==> src/rtl/b64kx_pkg.sv <==
// b64kx_pkg: shared constants, register map and helper functions for the
// base64 decoder with repeating-key XOR. No dependencies.

package b64kx_pkg;

	localparam int unsigned MAX_KEY_BYTES_DEF = 16;
	localparam int unsigned KEY_POS_W         = 4;
	localparam int unsigned KEY_BITS          = 128;
	localparam int unsigned DATA_W            = 64;
	localparam int unsigned ADDR_W            = 5;

	localparam logic [7:0] PAD_CHAR = 8'h3D;

	localparam logic [63:0] KEY_LOW_RESET    = 64'd0;
	localparam logic [63:0] KEY_HIGH_RESET   = 64'd0;
	localparam logic [4:0]  KEY_LEN_RESET    = 5'd1;
	localparam logic [7:0]  MAX_GROUPS_RESET = 8'd42;

	typedef enum logic [1:0] {
		REG_KEY_LOW    = 2'd0,
		REG_KEY_HIGH   = 2'd1,
		REG_KEY_LENGTH = 2'd2,
		REG_MAX_GROUPS = 2'd3
	} reg_index_t;

	typedef enum logic [1:0] {
		STATUS_OK       = 2'd0,
		STATUS_LENGTH   = 2'd1,
		STATUS_OVERFLOW = 2'd2
	} status_t;

	typedef enum logic [1:0] {
		POS_FIRST  = 2'd0,
		POS_SECOND = 2'd1,
		POS_THIRD  = 2'd2,
		POS_FOURTH = 2'd3
	} group_pos_t;

	function automatic logic [5:0] sextet(input logic [7:0] c);
		logic [5:0] v;
		v = 6'd0;
		if (c >= 8'h41 && c <= 8'h5A) begin
			v = 6'(c - 8'h41);
		end else if (c >= 8'h61 && c <= 8'h7A) begin
			v = 6'(c - 8'h61 + 8'd26);
		end else if (c >= 8'h30 && c <= 8'h39) begin
			v = 6'(c - 8'h30 + 8'd52);
		end else if (c == 8'h2B) begin
			v = 6'd62;
		end else if (c == 8'h2F) begin
			v = 6'd63;
		end
		return v;
	endfunction

	function automatic logic [KEY_POS_W-1:0] key_advance(input logic [KEY_POS_W-1:0] pos,
			input logic [KEY_POS_W:0] len);
		logic [KEY_POS_W:0] sum;
		sum = {1'b0, pos} + (KEY_POS_W+1)'(1);
		return (sum >= len) ? '0 : sum[KEY_POS_W-1:0];
	endfunction

endpackage

==> src/rtl/base64_decode_key_xor.sv <==
// base64_decode_key_xor: streaming base64 decoder, one character per transfer,
// decoded bytes XORed with a repeating key; APB-style register port.
// Depends on b64kx_pkg.
//
//  channel   | valid / ready              | payload
//  ----------+----------------------------+------------------------------------------
//  character | char_valid / char_ready    | character, last
//  result    | result_valid / result_ready| byte_0..2, byte_count, status, end_of_message
//  config    | psel, penable, pwrite      | paddr, pwdata, prdata (pready tied high)
//
// One character per cycle while the result channel is not stalled; a character passes
// through the input register, then decode and key XOR into the result register.
// arst_n clears the message state, the stage valids and loads register defaults.
// A stalled result holds the result register; the input register still drains
// characters that yield no result, and takes a new one when its own moves on.

module base64_decode_key_xor #(
	parameter int unsigned MAX_KEY_BYTES = b64kx_pkg::MAX_KEY_BYTES_DEF
) (
	input  logic                              clk,
	input  logic                              arst_n,
	input  logic                              char_valid,
	output logic                              char_ready,
	input  logic [7:0]                        character,
	input  logic                              last,
	output logic                              result_valid,
	input  logic                              result_ready,
	output logic [7:0]                        byte_0,
	output logic [7:0]                        byte_1,
	output logic [7:0]                        byte_2,
	output logic [1:0]                        byte_count,
	output logic [1:0]                        status,
	output logic                              end_of_message,
	input  logic                              psel,
	input  logic                              penable,
	input  logic                              pwrite,
	input  logic [b64kx_pkg::ADDR_W-1:0]      paddr,
	input  logic [b64kx_pkg::DATA_W-1:0]      pwdata,
	output logic [b64kx_pkg::DATA_W-1:0]      prdata,
	output logic                              pready
);

	localparam int unsigned PW = b64kx_pkg::KEY_POS_W;
	localparam logic [PW:0] MaxLen = (PW+1)'(MAX_KEY_BYTES);

	logic [63:0] key_low_q;
	logic [63:0] key_high_q;
	logic [4:0]  key_length_q;
	logic [7:0]  max_groups_q;

	logic [17:0]                  group_values_q;
	b64kx_pkg::group_pos_t        group_pos_q;
	logic                         third_pad_q;
	logic [PW-1:0]                key_pos_q;
	logic [7:0]                   group_count_q;
	logic                         overflow_q;

	logic       valid_s1;
	logic [7:0] char_s1;
	logic       last_s1;

	logic                  valid_s2;
	logic [7:0]            b0_s2;
	logic [7:0]            b1_s2;
	logic [7:0]            b2_s2;
	logic [1:0]            count_s2;
	b64kx_pkg::status_t    status_s2;
	logic                  eom_s2;

	logic                   wr_en;
	b64kx_pkg::reg_index_t  wr_idx;

	logic [5:0]               v;
	logic                     is_pad;
	logic                     completes;
	logic                     has_result;
	logic                     out_free;
	logic                     fire;
	logic [PW:0]              len;
	logic [PW-1:0]            p1, p2, p3;
	logic [b64kx_pkg::KEY_BITS-1:0] key_all;
	logic [7:0]               k0, k1, k2;
	logic [7:0]               r0, r1, r2;
	logic [7:0]               nb0, nb1, nb2;
	logic [1:0]               ncount;
	logic [PW-1:0]            npos;
	b64kx_pkg::status_t       nstatus;

	assign pready = 1'b1;
	assign wr_en  = psel && penable && pwrite;
	assign wr_idx = b64kx_pkg::reg_index_t'(paddr[4:3]);

	always_ff @(posedge clk or negedge arst_n) begin
		if (!arst_n) begin
			key_low_q    <= b64kx_pkg::KEY_LOW_RESET;
			key_high_q   <= b64kx_pkg::KEY_HIGH_RESET;
			key_length_q <= b64kx_pkg::KEY_LEN_RESET;
			max_groups_q <= b64kx_pkg::MAX_GROUPS_RESET;
		end else if (wr_en) begin
			case (wr_idx)
				b64kx_pkg::REG_KEY_LOW:    key_low_q    <= pwdata;
				b64kx_pkg::REG_KEY_HIGH:   key_high_q   <= pwdata;
				b64kx_pkg::REG_KEY_LENGTH: key_length_q <= pwdata[4:0];
				b64kx_pkg::REG_MAX_GROUPS: max_groups_q <= pwdata[7:0];
				default: ;
			endcase
		end
	end

	always_comb begin
		case (b64kx_pkg::reg_index_t'(paddr[4:3]))
			b64kx_pkg::REG_KEY_LOW:    prdata = key_low_q;
			b64kx_pkg::REG_KEY_HIGH:   prdata = key_high_q;
			b64kx_pkg::REG_KEY_LENGTH: prdata = {59'd0, key_length_q};
			b64kx_pkg::REG_MAX_GROUPS: prdata = {56'd0, max_groups_q};
			default:                   prdata = '0;
		endcase
	end

	// decode of the character held in the input register
	assign v          = b64kx_pkg::sextet(char_s1);
	assign is_pad     = (char_s1 == b64kx_pkg::PAD_CHAR);
	assign completes  = (group_pos_q == b64kx_pkg::POS_FOURTH);
	assign has_result = completes || last_s1;
	assign out_free   = !valid_s2 || result_ready;
	assign fire       = valid_s1 && (!has_result || out_free);
	assign char_ready = !valid_s1 || fire;

	always_comb begin
		if (key_length_q == 5'd0) begin
			len = (PW+1)'(1);
		end else if ((PW+1)'(key_length_q) > MaxLen) begin
			len = MaxLen;
		end else begin
			len = (PW+1)'(key_length_q);
		end
	end

	assign key_all = {key_high_q, key_low_q};
	assign p1 = b64kx_pkg::key_advance(key_pos_q, len);
	assign p2 = b64kx_pkg::key_advance(p1, len);
	assign p3 = b64kx_pkg::key_advance(p2, len);
	assign k0 = key_all[{key_pos_q, 3'b000} +: 8];
	assign k1 = key_all[{p1, 3'b000} +: 8];
	assign k2 = key_all[{p2, 3'b000} +: 8];
	assign r0 = {group_values_q[17:12], group_values_q[11:10]};
	assign r1 = {group_values_q[9:6], group_values_q[5:2]};
	assign r2 = {group_values_q[1:0], v};

	always_comb begin
		nb0     = 8'd0;
		nb1     = 8'd0;
		nb2     = 8'd0;
		ncount  = 2'd0;
		npos    = key_pos_q;
		nstatus = b64kx_pkg::STATUS_OK;
		if (completes) begin
			nb0 = r0 ^ k0;
			if (!third_pad_q) begin
				nb1 = r1 ^ k1;
				if (!is_pad) begin
					nb2    = r2 ^ k2;
					ncount = 2'd3;
					npos   = p3;
				end else begin
					ncount = 2'd2;
					npos   = p2;
				end
			end else if (!is_pad) begin
				nb1    = r2 ^ k1;
				ncount = 2'd2;
				npos   = p2;
			end else begin
				ncount = 2'd1;
				npos   = p1;
			end
			if (last_s1 && overflow_q) begin
				nstatus = b64kx_pkg::STATUS_OVERFLOW;
			end
		end else if (last_s1) begin
			nstatus = b64kx_pkg::STATUS_LENGTH;
		end
	end

	always_ff @(posedge clk or negedge arst_n) begin
		if (!arst_n) begin
			valid_s1 <= 1'b0;
		end else if (char_ready) begin
			valid_s1 <= char_valid;
		end
	end

	always_ff @(posedge clk) begin
		if (char_ready && char_valid) begin
			char_s1 <= character;
			last_s1 <= last;
		end
	end

	always_ff @(posedge clk or negedge arst_n) begin
		if (!arst_n) begin
			group_values_q <= '0;
			group_pos_q    <= b64kx_pkg::POS_FIRST;
			third_pad_q    <= 1'b0;
			key_pos_q      <= '0;
			group_count_q  <= '0;
			overflow_q     <= 1'b0;
		end else if (fire) begin
			if (last_s1) begin
				group_values_q <= '0;
				group_pos_q    <= b64kx_pkg::POS_FIRST;
				third_pad_q    <= 1'b0;
				key_pos_q      <= '0;
				group_count_q  <= '0;
				overflow_q     <= 1'b0;
			end else if (completes) begin
				group_values_q <= '0;
				group_pos_q    <= b64kx_pkg::POS_FIRST;
				third_pad_q    <= 1'b0;
				key_pos_q      <= npos;
			end else begin
				group_values_q <= {group_values_q[11:0], v};
				group_pos_q    <= b64kx_pkg::group_pos_t'(group_pos_q + 2'd1);
				if (group_pos_q == b64kx_pkg::POS_THIRD) begin
					third_pad_q <= is_pad;
				end
				if (group_pos_q == b64kx_pkg::POS_FIRST) begin
					if (group_count_q >= max_groups_q) begin
						overflow_q <= 1'b1;
					end
					if (group_count_q != 8'hFF) begin
						group_count_q <= group_count_q + 8'd1;
					end
				end
			end
		end
	end

	always_ff @(posedge clk or negedge arst_n) begin
		if (!arst_n) begin
			valid_s2 <= 1'b0;
		end else if (out_free) begin
			valid_s2 <= fire && has_result;
		end
	end

	always_ff @(posedge clk) begin
		if (out_free && fire && has_result) begin
			b0_s2     <= nb0;
			b1_s2     <= nb1;
			b2_s2     <= nb2;
			count_s2  <= ncount;
			status_s2 <= nstatus;
			eom_s2    <= last_s1;
		end
	end

	assign result_valid   = valid_s2;
	assign byte_0         = b0_s2;
	assign byte_1         = b1_s2;
	assign byte_2         = b2_s2;
	assign byte_count     = count_s2;
	assign status         = status_s2;
	assign end_of_message = eom_s2;

endmodule

==> config.mk <==
export PLATFORM = sky130hd
export DESIGN_NAME = base64_decode_key_xor
export DESIGN_NICKNAME = d
export VERILOG_FILES = /design/src/rtl/b64kx_pkg.sv /design/src/rtl/base64_decode_key_xor.sv
export SDC_FILE = /design/constraint.sdc
export NUM_CORES = 1
export LEC_CHECK = 0
export BUFFER_PORTS_ARGS = -buffer_cell sky130_fd_sc_hd__buf_2
export CORE_MARGIN = 2
export CORE_UTILIZATION = 40
export CTS_BUF_LIST = sky130_fd_sc_hd__clkbuf_8
export DETAILED_ROUTE_END_ITERATION = 8
export GPL_ROUTABILITY_DRIVEN = 1
export PLACE_DENSITY_LB_ADDON = 0.08
export SETUP_SLACK_MARGIN = 0.15
export SLEW_MARGIN = 20
export SYNTH_ARGS = -nofsm -noshare
export SYNTH_HDL_FRONTEND = slang
export SYNTH_SLANG_ARGS = --single-unit
==> constraint.sdc <==
create_clock -name clk -period 6.05 [get_ports clk]
set_clock_uncertainty 0.1 [all_clocks]
set_input_delay 0.3025 -clock clk [delete_from_list [all_inputs] [get_ports clk]]
set_output_delay 0.3025 -clock clk [all_outputs]
set_load 0.01 [all_outputs]
==> results.sh, run 1 <==
export IMPL_layout_drive_gt1_share_pct=29.90
export IMPL_finalNonFillerCells=2097
export IMPL_netlist_area_um2=14190
export IMPL_diodes=0
export IMPL_synth_most_common_cell="dfrtp_1"
export IMPL_setup_violations=0
export IMPL_required_ns=6.41
export IMPL_numCtsBuffers=40
export IMPL_syn_avg_cell_area_um2=10.34
export IMPL_crit_fanout=8
export IMPL_crit_type="reg -> reg"
export IMPL_post_drt_wl_per_cell_um=24.13
export IMPL_die_w_um=192.4
export IMPL_area_growth_pct=20.94
export IMPL_drc=0
export IMPL_grt_pass1_vias=12080
export IMPL_maxSlewViolCount=0
export IMPL_ys_flop_type="dfrtp_1"
export IMPL_dpl_cell_area_um2=15610
export IMPL_yosysUniqueCellTypes=78
export IMPL_power_density_nw_per_um2=378.7
export IMPL_rows=68
export IMPL_hp_class="in -> async"
export IMPL_antenna_found_initial=0
export IMPL_post_route_period_util_pct=92.47
export IMPL_cp_slowest_stage_delay_ns=0.43
export IMPL_synth_top_cell_area_share_pct=30.50
export IMPL_crit_slowest_cell="dfrtp_2"
export IMPL_synth_area_leaders="dfrtp_1 (31%), mux2_2 (11%), edfxtp_1 (8.0%)"
export IMPL_crit_family="compound AO/OA/AOI/OAI gates"
export IMPL_relSlewSlack_pct=27.88
export IMPL_clock_path_buffers=3
export IMPL_path_clk_slew_ns=0.06
export IMPL_ys_ff_latch=215
export IMPL_cts_max_level=2
export IMPL_syn_num_nets=1498
export IMPL_synthCells=1373
export IMPL_track_usage_pct=27.48
export IMPL_grt_max_degree=92
export IMPL_top_level_ports=181
export IMPL_finalCriticalPeriod_ns=5.594
export IMPL_synth_seq_area_share_pct=39.28
export IMPL_grt_first_pass_wirelength_um=76230
export IMPL_finalHoldViolations=0
export IMPL_end_kind="flop"
export IMPL_post_route_cell_area_um2=17170
export IMPL_dr_first_iter_drc_count=1233
export IMPL_synth_edf_count=38
export IMPL_path_buf_inv=5
export IMPL_startpoint_type="flop"
export IMPL_ys_async_sr_fraction_pct=82.33
export IMPL_maxCapViolations=0
export IMPL_dp_cells=1951
export IMPL_drt_total_wl_um=50610
export IMPL_num_nets_final=1741
export IMPL_max_freq_ghz=0.1788
export IMPL_p_leak_nw=7.464
export IMPL_ys_warn_count=0
export IMPL_synth_top_area_cell="dfrtp_1"
export IMPL_worstMarginPinSlew_ns=1.075
export IMPL_tritoncts="yes"
export IMPL_status="completed"
export IMPL_ir_drop_uv=196.3
export IMPL_dp_hpwl_um=35640
export IMPL_die_y_um=192.4
export IMPL_finalSetupTns_ns=0
export IMPL_core_um2=34710
export IMPL_drtPass1Iterations=5
export IMPL_antenna_left=0
export IMPL_synth_common_cells="dfrtp_1 (173), nand2_1 (138), mux2_2 (136)"
export IMPL_num_vias=12630
export IMPL_start_util_pct=40.89
export IMPL_cts_root_buf="clkbuf_8"
export IMPL_rrSetupSlack_ns=0.46
export IMPL_critPathArrivalTime_ns=5.96
export IMPL_dieArea_um2=37010
export IMPL_rsz0062_at_grt="no"
export IMPL_via_per_inst=6.021
export IMPL_grt_overflow_total=0
export IMPL_place_congestion=0.9652
export IMPL_hold_slack_ns=0.3121
export IMPL_clock_latency_ns=0.56
export IMPL_port_buffers=176
export IMPL_clock_sinks=215
export IMPL_n_fill_cell=3315
-- report_power, final --
group / internal (mW) / total, mW / switching, mW
combinational: 1.25 / 2.95 / 1.70
clock: 0.724 / 1.34 / 0.615
sequential: 1.76 / 2.21 / 0.450
total: 3.73 / 6.50 / 2.77
-- state kept, by name (all words and copies together) (netlist names) --
| register | count |
|---|---|
| status | 2 |
| group_values_q | 18 |
| group_count_q | 8 |
| key_pos_q | 4 |
| valid_s1 | 1 |
| overflow_q | 1 |
| last_s1 | 1 |
| char_s1 | 8 |
| group_pos_q | 2 |
| key_low_q | 64 |
| byte_2 | 8 |
| byte_1 | 8 |
| end_of_message | 1 |
| third_pad_q | 1 |
| max_groups_q | 8 |
| byte_count | 2 |
| byte_0 | 8 |
| key_high_q | 64 |
| key_length_q | 5 |
| result_valid | 1 |
-- path summary, 6_finish.rpt --
kind                                      end          startpoint  cells after the start
min in group clk                   char_s1[6]        character[6]                      2
max in group asynchronous       key_low_q[49]              arst_n                      3
setup / recovery                 key_pos_q[1]        key_pos_q[0]                     28
hold / removal               group_count_q[0]              arst_n                      2
hold reg to reg            group_values_q[13]  group_values_q[13]                      2
setup reg to reg                 key_pos_q[1]        key_pos_q[0]                     28
-- layout make-up --
| cell class | count | area (µm²) | area share (%) |
|---|---|---|---|
| clock inverters | 19 | 73.82 | 0.4301 |
| inverters | 44 | 175.2 | 1.020 |
| clock buffers | 49 | 674.4 | 3.929 |
| flip-flops and latches | 215 | 5578 | 32.50 |
| well taps | 455 | 569.3 | 3.317 |
| multi-input cells | 1018 | 8094 | 47.15 |
| repair buffers | 297 | 2001 | 11.66 |
-- worst register-to-register path, delay by kind of cell (launching register included) --
| kind | cells | cell delay (ns) |
|---|---|---|
| XOR/XNOR | 1 | 0.21 |
| AO/OA/AOI/OAI | 13 | 2.36 |
| AND/OR/NAND/NOR | 3 | 0.28 |
| buffers and inverters | 5 | 0.53 |
| flip-flops | 1 | 0.43 |
| adder cells (fa/ha/maj) | 6 | 1.63 |
-- through the flow --
stage	total power, mW	utilization [%]	setup WS, ns
CTS	6.451	49.31	0.2427
detailed placement	5.048	44.96	0.2829
floorplan	3.975	-	0.1687
global placement	5.016	44.96	0.3616
global route	6.852	49.45	0.1413
finish	6.500	49.45	0.4556
-- repair_timing --
action | CTS | global route
endpoints found under the hold margin | 237 | 0
gates resized for setup | 0 | 8
hold buffers | 76 | 0
buffers inserted | 0 | 2
setup endpoints to repair | 0 | 5
-- placed cells by master (no fill, tap or decap), types with 30 or more instances in the layout --
cell / count
buf_2: 174
buf_4: 45
a21oi_1: 39
mux4_2: 47
mux2_2: 136
dfrtp_1: 171
mux2i_1: 78
nor2_1: 105
nand2_1: 136
inv_1: 50
clkbuf_8: 49
ha_1: 38
nand3_1: 32
edfxtp_1: 38
nor3_1: 30
o21ai_0: 54
dlygate4sd3_1: 76
-- layer usage --
| layer | track usage [%] | up-vias | wire length (µm) |
|---|---|---|---|
| li1 | - | 5698 | - |
| met3 | 3.928 | 98 | 3301 |
| met1 | 38.89 | 6269 | 22210 |
| met2 | 42.83 | 560 | 23300 |
| met4 | 10.10 | 0 | 1792 |
| met5 | 0 | - | 0 |
-- cells by family (layout without fill, tap and decap cells) --
family / Yosys count / in the layout / share of synthesized area (%)
compound gates: 326 / 326 / 16.34
xor+xnor: 17 / 17 / 1.181
fa+ha+maj: 40 / 40 / 3.526
simple gates: 373 / 373 / 11.74
buf+inv: 140 / 409 / 4.152
flops: 215 / 215 / 39.28
mux: 261 / 261 / 23.75
other cells: 1 / 1 / 0.02642
Power figures use the tool's default switching activity.
==> run 2, diff against run 1 <==
--- a/config.mk
+++ b/config.mk
@@ -12,7 +12,7 @@
 export DETAILED_ROUTE_END_ITERATION = 8
 export GPL_ROUTABILITY_DRIVEN = 1
 export PLACE_DENSITY_LB_ADDON = 0.08
-export SETUP_SLACK_MARGIN = 0.15
+export SETUP_SLACK_MARGIN = 0.5
 export SLEW_MARGIN = 20
 export SYNTH_ARGS = -nofsm -noshare
 export SYNTH_HDL_FRONTEND = slang
==> results.sh, run 2 (synthesis gave the netlist of run 1 again) <==
export IMPL_n_fill_cell=3301
export IMPL_status="completed"
export IMPL_dp_hpwl_um=36180
export IMPL_grt_pass1_vias=12480
export IMPL_drtPass1Iterations=6
export IMPL_multi_input_area_um2=8160
export IMPL_track_usage_pct=28.07
export IMPL_layout_drive_gt1_share_pct=30.25
export IMPL_hp_class="in -> async"
export IMPL_setup_violations=0
export IMPL_cts_root_buf="clkbuf_8"
export IMPL_mostFrequentLayoutCells="buf_2 (174), dfrtp_1 (171), mux2_2 (136), nand2_1 (135), nor2_1 (105)"
export IMPL_start_util_pct=40.89
export IMPL_place_congestion=0.9797
export IMPL_seq_area_um2=5578
export IMPL_wl_met2_um=23450
export IMPL_grt_max_degree=94
export IMPL_top_level_ports=181
export IMPL_via_per_inst=6.029
export IMPL_port_buffers=176
export IMPL_cts_max_level=2
export IMPL_timing_rr_start="key_pos_q[1]"
export IMPL_maxCapViolations=0
export IMPL_drt_total_wl_um=51360
export IMPL_tritoncts="yes"
export IMPL_num_nets_final=1740
export IMPL_num_vias=12650
export IMPL_hold_slack_ns=0.2418
export IMPL_drc=0
export IMPL_finalHoldViolations=0
export IMPL_highest_layer="met4"
export IMPL_rsz0062_at_grt="no"
export IMPL_numCtsBuffers=40
export IMPL_die_y_um=192.4
export IMPL_dr_first_iter_drc_count=1182
export IMPL_antenna_found_initial=0
export IMPL_routed_wl_met3_um=3732
export IMPL_max_freq_ghz=0.1869
export IMPL_r2r_cells=27
export IMPL_crit_fanout=8
export IMPL_relSlewSlack_pct=25.45
export IMPL_area_growth_pct=21.34
export IMPL_maxSlewViolCount=0
export IMPL_antenna_left=0
export IMPL_diodes=0
export IMPL_p_leak_nw=7.466
export IMPL_path_clk_slew_ns=0.06
export IMPL_grt_overflow_total=0
export IMPL_timing_rr_end="key_pos_q[0]"
export IMPL_worstMarginPinSlew_ns=1.117
export IMPL_wl_met1_um=22260
export IMPL_dieArea_um2=37010
export IMPL_power_density_nw_per_um2=377.0
export IMPL_core_um2=34710
export IMPL_die_w_um=192.4
export IMPL_end_kind="flop"
export IMPL_post_route_period_util_pct=88.45
export IMPL_ir_drop_uv=298.4
export IMPL_mostFrequentLayoutCell="buf_2"
export IMPL_crit_type="reg -> reg"
export IMPL_rrSetupSlack_ns=0.70
export IMPL_clock_latency_ns=0.59
export IMPL_reg_top3="key_high_q (64), key_low_q (64), group_values_q (18)"
export IMPL_critPathArrivalTime_ns=5.74
export IMPL_finalCriticalPeriod_ns=5.351
export IMPL_clock_path_buffers=3
export IMPL_finalSetupTns_ns=0
export IMPL_grt_first_pass_wirelength_um=77760
export IMPL_required_ns=6.44
export IMPL_post_drt_wl_per_cell_um=24.48
export IMPL_startpoint_type="flop"
export IMPL_rows=68
export IMPL_clock_sinks=215
export IMPL_total_power_mw=6.493
## run 2: layer usage
layer / global-route usage, % / up-vias
met5: 0 / -
met4: 11.07 / 0
met3: 5.310 / 107
met2: 43.87 / 552
met1: 38.49 / 6300
li1: - / 5689
## run 2: what timing repair did
| action | CTS | global route |
|---|---|---|
| resized for setup | 5 | 16 |
| pin swaps | 1 | 7 |
| hold endpoints to repair | 232 | 0 |
| hold buffers | 76 | 0 |
| buffers inserted | 1 | 7 |
| setup endpoints to repair | 5 | 9 |
## run 2: stage by stage
stage / utilization [%] / instance area, µm² / setup WS (ns) / std cells
6_report: 49.61 / 17220 / 0.6985 / 2098
3_3_place_gp: 44.98 / 15610 / 0.3968 / 1944
4_1_cts: 49.29 / 17110 / 0.5352 / 2091
3_5_place_dp: 44.98 / 15610 / 0.2634 / 1944
2_1_floorplan: - / 14330 / 0.5111 / 1373
5_1_grt: 49.61 / 17220 / 0.4879 / 2098
## run 2: worst max-delay path, stage by stage, from the launching register on
cell	delay, ns
dfrtp_2	0.44
ha_4	0.19
xnor2_4	0.26
inv_4	0.09
ha_4	0.28
nand2_1	0.06
o21a_2	0.23
o211ai_2	0.19
inv_2	0.08
ha_4	0.18
nand2_1	0.10
o21ai_4	0.09
nor2_4	0.13
clkinv_4	0.08
ha_4	0.23
a21o_1	0.20
a31oi_4	0.16
o21ai_2	0.11
nor2_4	0.29
ha_1	0.32
ha_1	0.28
a21o_1	0.16
a21o_1	0.17
a21o_1	0.17
a211o_1	0.28
o211ai_1	0.17
nand3_1	0.09
o21ai_1	0.10
## run 2: power by group
group / internal [mW] / leakage (nW) / switching, mW
clock: 0.665 / 0.433 / 0.624
combinational: 1.27 / 4.46 / 1.73
sequential: 1.76 / 2.57 / 0.449
total: 3.69 / 7.47 / 2.80
## run 2: final cells by class
type,count,area share (%)
Tap cell,455,3.305
Multi-Input combinational cell,1018,47.38
Clock buffer,44,3.516
Sequential cell,215,32.39
Clock inverter,26,0.6320
Timing Repair Buffer,296,11.73
Inverter,44,1.046
## run 2: worst max-delay path by stage
| stage | end | from | slack [ns] | depth (start not counted) |
|---|---|---|---|---|
| after CTS | key_pos_q[0] | key_pos_q[1] | 0.54 | 27 |
| final | key_pos_q[0] | key_pos_q[1] | 0.70 | 27 |
| after floorplan | key_pos_q[0] | key_pos_q[0] | 0.51 | 30 |
| after detailed placement | key_pos_q[0] | key_pos_q[1] | 0.26 | 28 |
| after global placement | key_pos_q[0] | key_pos_q[1] | 0.40 | 28 |
| after global routing | key_pos_q[0] | key_pos_q[2] | 0.49 | 28 |
==> run 3, diff against run 2 <==
--- a/config.mk
+++ b/config.mk
@@ -7,7 +7,7 @@
 export LEC_CHECK = 0
 export BUFFER_PORTS_ARGS = -buffer_cell sky130_fd_sc_hd__buf_2
 export CORE_MARGIN = 2
-export CORE_UTILIZATION = 40
+export CORE_UTILIZATION = 50
 export CTS_BUF_LIST = sky130_fd_sc_hd__clkbuf_8
 export DETAILED_ROUTE_END_ITERATION = 8
 export GPL_ROUTABILITY_DRIVEN = 1
==> results.sh, run 3 (synthesis gave the netlist of run 1 again) <==
export IMPL_status="completed"
export IMPL_drt_total_wl_um=47530
export IMPL_r2r_cells=29
export IMPL_required_ns=6.42
export IMPL_track_usage_pct=32.09
export IMPL_grt_met3_usage_pct=7.164
export IMPL_dpl_cell_area_um2=15480
export IMPL_post_drt_wl_per_cell_um=23.60
export IMPL_reg_top3="key_high_q (64), key_low_q (64), group_values_q (18)"
export IMPL_core_um2=27860
export IMPL_rows=61
export IMPL_relSlewSlack_pct=28.81
export IMPL_p_leak_nw=7.413
export IMPL_timing_rr_start="key_pos_q[0]"
export IMPL_use_met2_pct=49.37
export IMPL_worstMarginPinSlew_ns=1.061
export IMPL_n_fill_cell=2371
export IMPL_num_vias=12700
export IMPL_dr_first_iter_drc_count=1438
export IMPL_hold_slack_ns=0.2581
export IMPL_rsz0062_at_grt="no"
export IMPL_critPathArrivalTime_ns=5.71
export IMPL_cts_root_buf="clkbuf_8"
export IMPL_finalHoldViolations=0
export IMPL_grt_met1_usage_pct=44.02
export IMPL_die_y_um=172.5
export IMPL_crit_type="reg -> reg"
export IMPL_power_density_nw_per_um2=374.6
export IMPL_area_growth_pct=20.10
export IMPL_num_nets_final=1739
export IMPL_mostFrequentLayoutCells="buf_2 (174), dfrtp_1 (170), mux2_2 (136), nand2_1 (135), nor2_1 (105)"
export IMPL_drc=0
export IMPL_maxCapViolations=0
export IMPL_post_route_cell_area_um2=17050
export IMPL_grt_max_degree=78
export IMPL_rrSetupSlack_ns=0.71
export IMPL_place_congestion=1.020
export IMPL_clock_sinks=215
export IMPL_via_per_inst=6.303
export IMPL_dieArea_um2=29750
export IMPL_finalCriticalPeriod_ns=5.337
export IMPL_startpoint_type="flop"
export IMPL_grt_first_pass_wirelength_um=72090
export IMPL_numCtsBuffers=37
export IMPL_grt_pass1_vias=11990
export IMPL_port_buffers=176
export IMPL_max_freq_ghz=0.1874
export IMPL_antenna_found_initial=0
export IMPL_path_clk_slew_ns=0.06
export IMPL_start_util_pct=50.95
export IMPL_drtPass1Iterations=6
export IMPL_cp_slowest_stage_delay_ns=0.44
export IMPL_top_level_ports=181
export IMPL_antenna_left=0
export IMPL_clock_latency_ns=0.54
export IMPL_crit_fanout=4
export IMPL_tritoncts="yes"
export IMPL_diodes=0
export IMPL_layout_drive_gt1_share_pct=30.26
export IMPL_cts_max_level=2
export IMPL_end_kind="flop"
export IMPL_crit_slowest_cell="dfrtp_2"
export IMPL_ir_drop_uv=208.0
export IMPL_clock_path_buffers=3
export IMPL_die_w_um=172.5
export IMPL_maxSlewViolCount=0
export IMPL_hp_class="in -> async"
export IMPL_grt_busiest_layer="met2"
export IMPL_timing_rr_end="key_pos_q[1]"
export IMPL_mostFrequentLayoutCell="buf_2"
export IMPL_post_route_period_util_pct=88.22
export IMPL_dp_hpwl_um=33070
export IMPL_setup_violations=0
export IMPL_finalSetupTns_ns=0
export IMPL_grt_overflow_total=0
-- run 3: critical path: cells and delay by family, from the launching register on --
kind | cells | cell delay (ns)
adders and majority gates | 6 | 1.38
xor gates and xnor gates | 1 | 0.18
buffers and inverters | 6 | 0.53
DFF | 1 | 0.44
and+or+nand+nor | 3 | 0.32
AOI/OAI and AO/OA | 13 | 2.30
-- run 3: repair_timing --
action / CTS / global route
endpoints found under the setup margin: 4 / 9
setup buffers: 1 / 11
resized for setup: 1 / 10
hold endpoints to repair: 226 / 0
pin swaps: 1 / 7
hold buffers: 76 / 0
-- run 3: area by class of cell --
type / count / area [µm²] / share of cell area [%]
Clock buffer: 43 / 591.8 / 3.472
Clock inverter: 18 / 77.57 / 0.4551
Inverter: 44 / 180.2 / 1.057
Multi-Input combinational cell: 1018 / 8145 / 47.78
Sequential cell: 215 / 5579 / 32.73
Tap cell: 378 / 473.0 / 2.775
Timing Repair Buffer: 298 / 1999 / 11.73
-- run 3: routing by layer --
layer / wire (µm) / share of wire [%] / vias up
met4: 2114 / 4.4 / 0
met5: 0 / 0 / -
met2: 21660 / 46 / 696
li1: - / - / 5677
met3: 4420 / 9.3 / 132
met1: 19340 / 41 / 6190
-- run 3: where the power goes --
| group | switching [mW] | internal (mW) |
|---|---|---|
| registers | 0.447 | 1.76 |
| logic | 1.67 | 1.28 |
| clock network | 0.585 | 0.641 |
-- run 3: how the worst max path moves through the flow --
stage	to	slack [ns]	cells past startpoint	startpoint
after detailed placement	key_pos_q[0]	0.45	28	key_pos_q[0]
after CTS	key_pos_q[0]	0.50	28	key_pos_q[0]
after global placement	key_pos_q[0]	0.54	28	key_pos_q[0]
after global routing	key_pos_q[0]	0.48	29	key_pos_q[0]
after floorplan	key_pos_q[0]	0.51	30	key_pos_q[0]
final	key_pos_q[1]	0.71	29	key_pos_q[0]
-- run 3: per-stage QoR --
stage / util [%] / setup WS, ns / instances / power [mW]
after floorplan: - / 0.5111 / 1373 / 4.013
after global placement: 55.58 / 0.5391 / 1865 / 4.892
after detailed placement: 55.58 / 0.4452 / 1865 / 4.940
after CTS: 60.75 / 0.5010 / 2003 / 6.235
after global routing: 61.19 / 0.4813 / 2014 / 6.723
final: 61.19 / 0.7127 / 2014 / 6.385
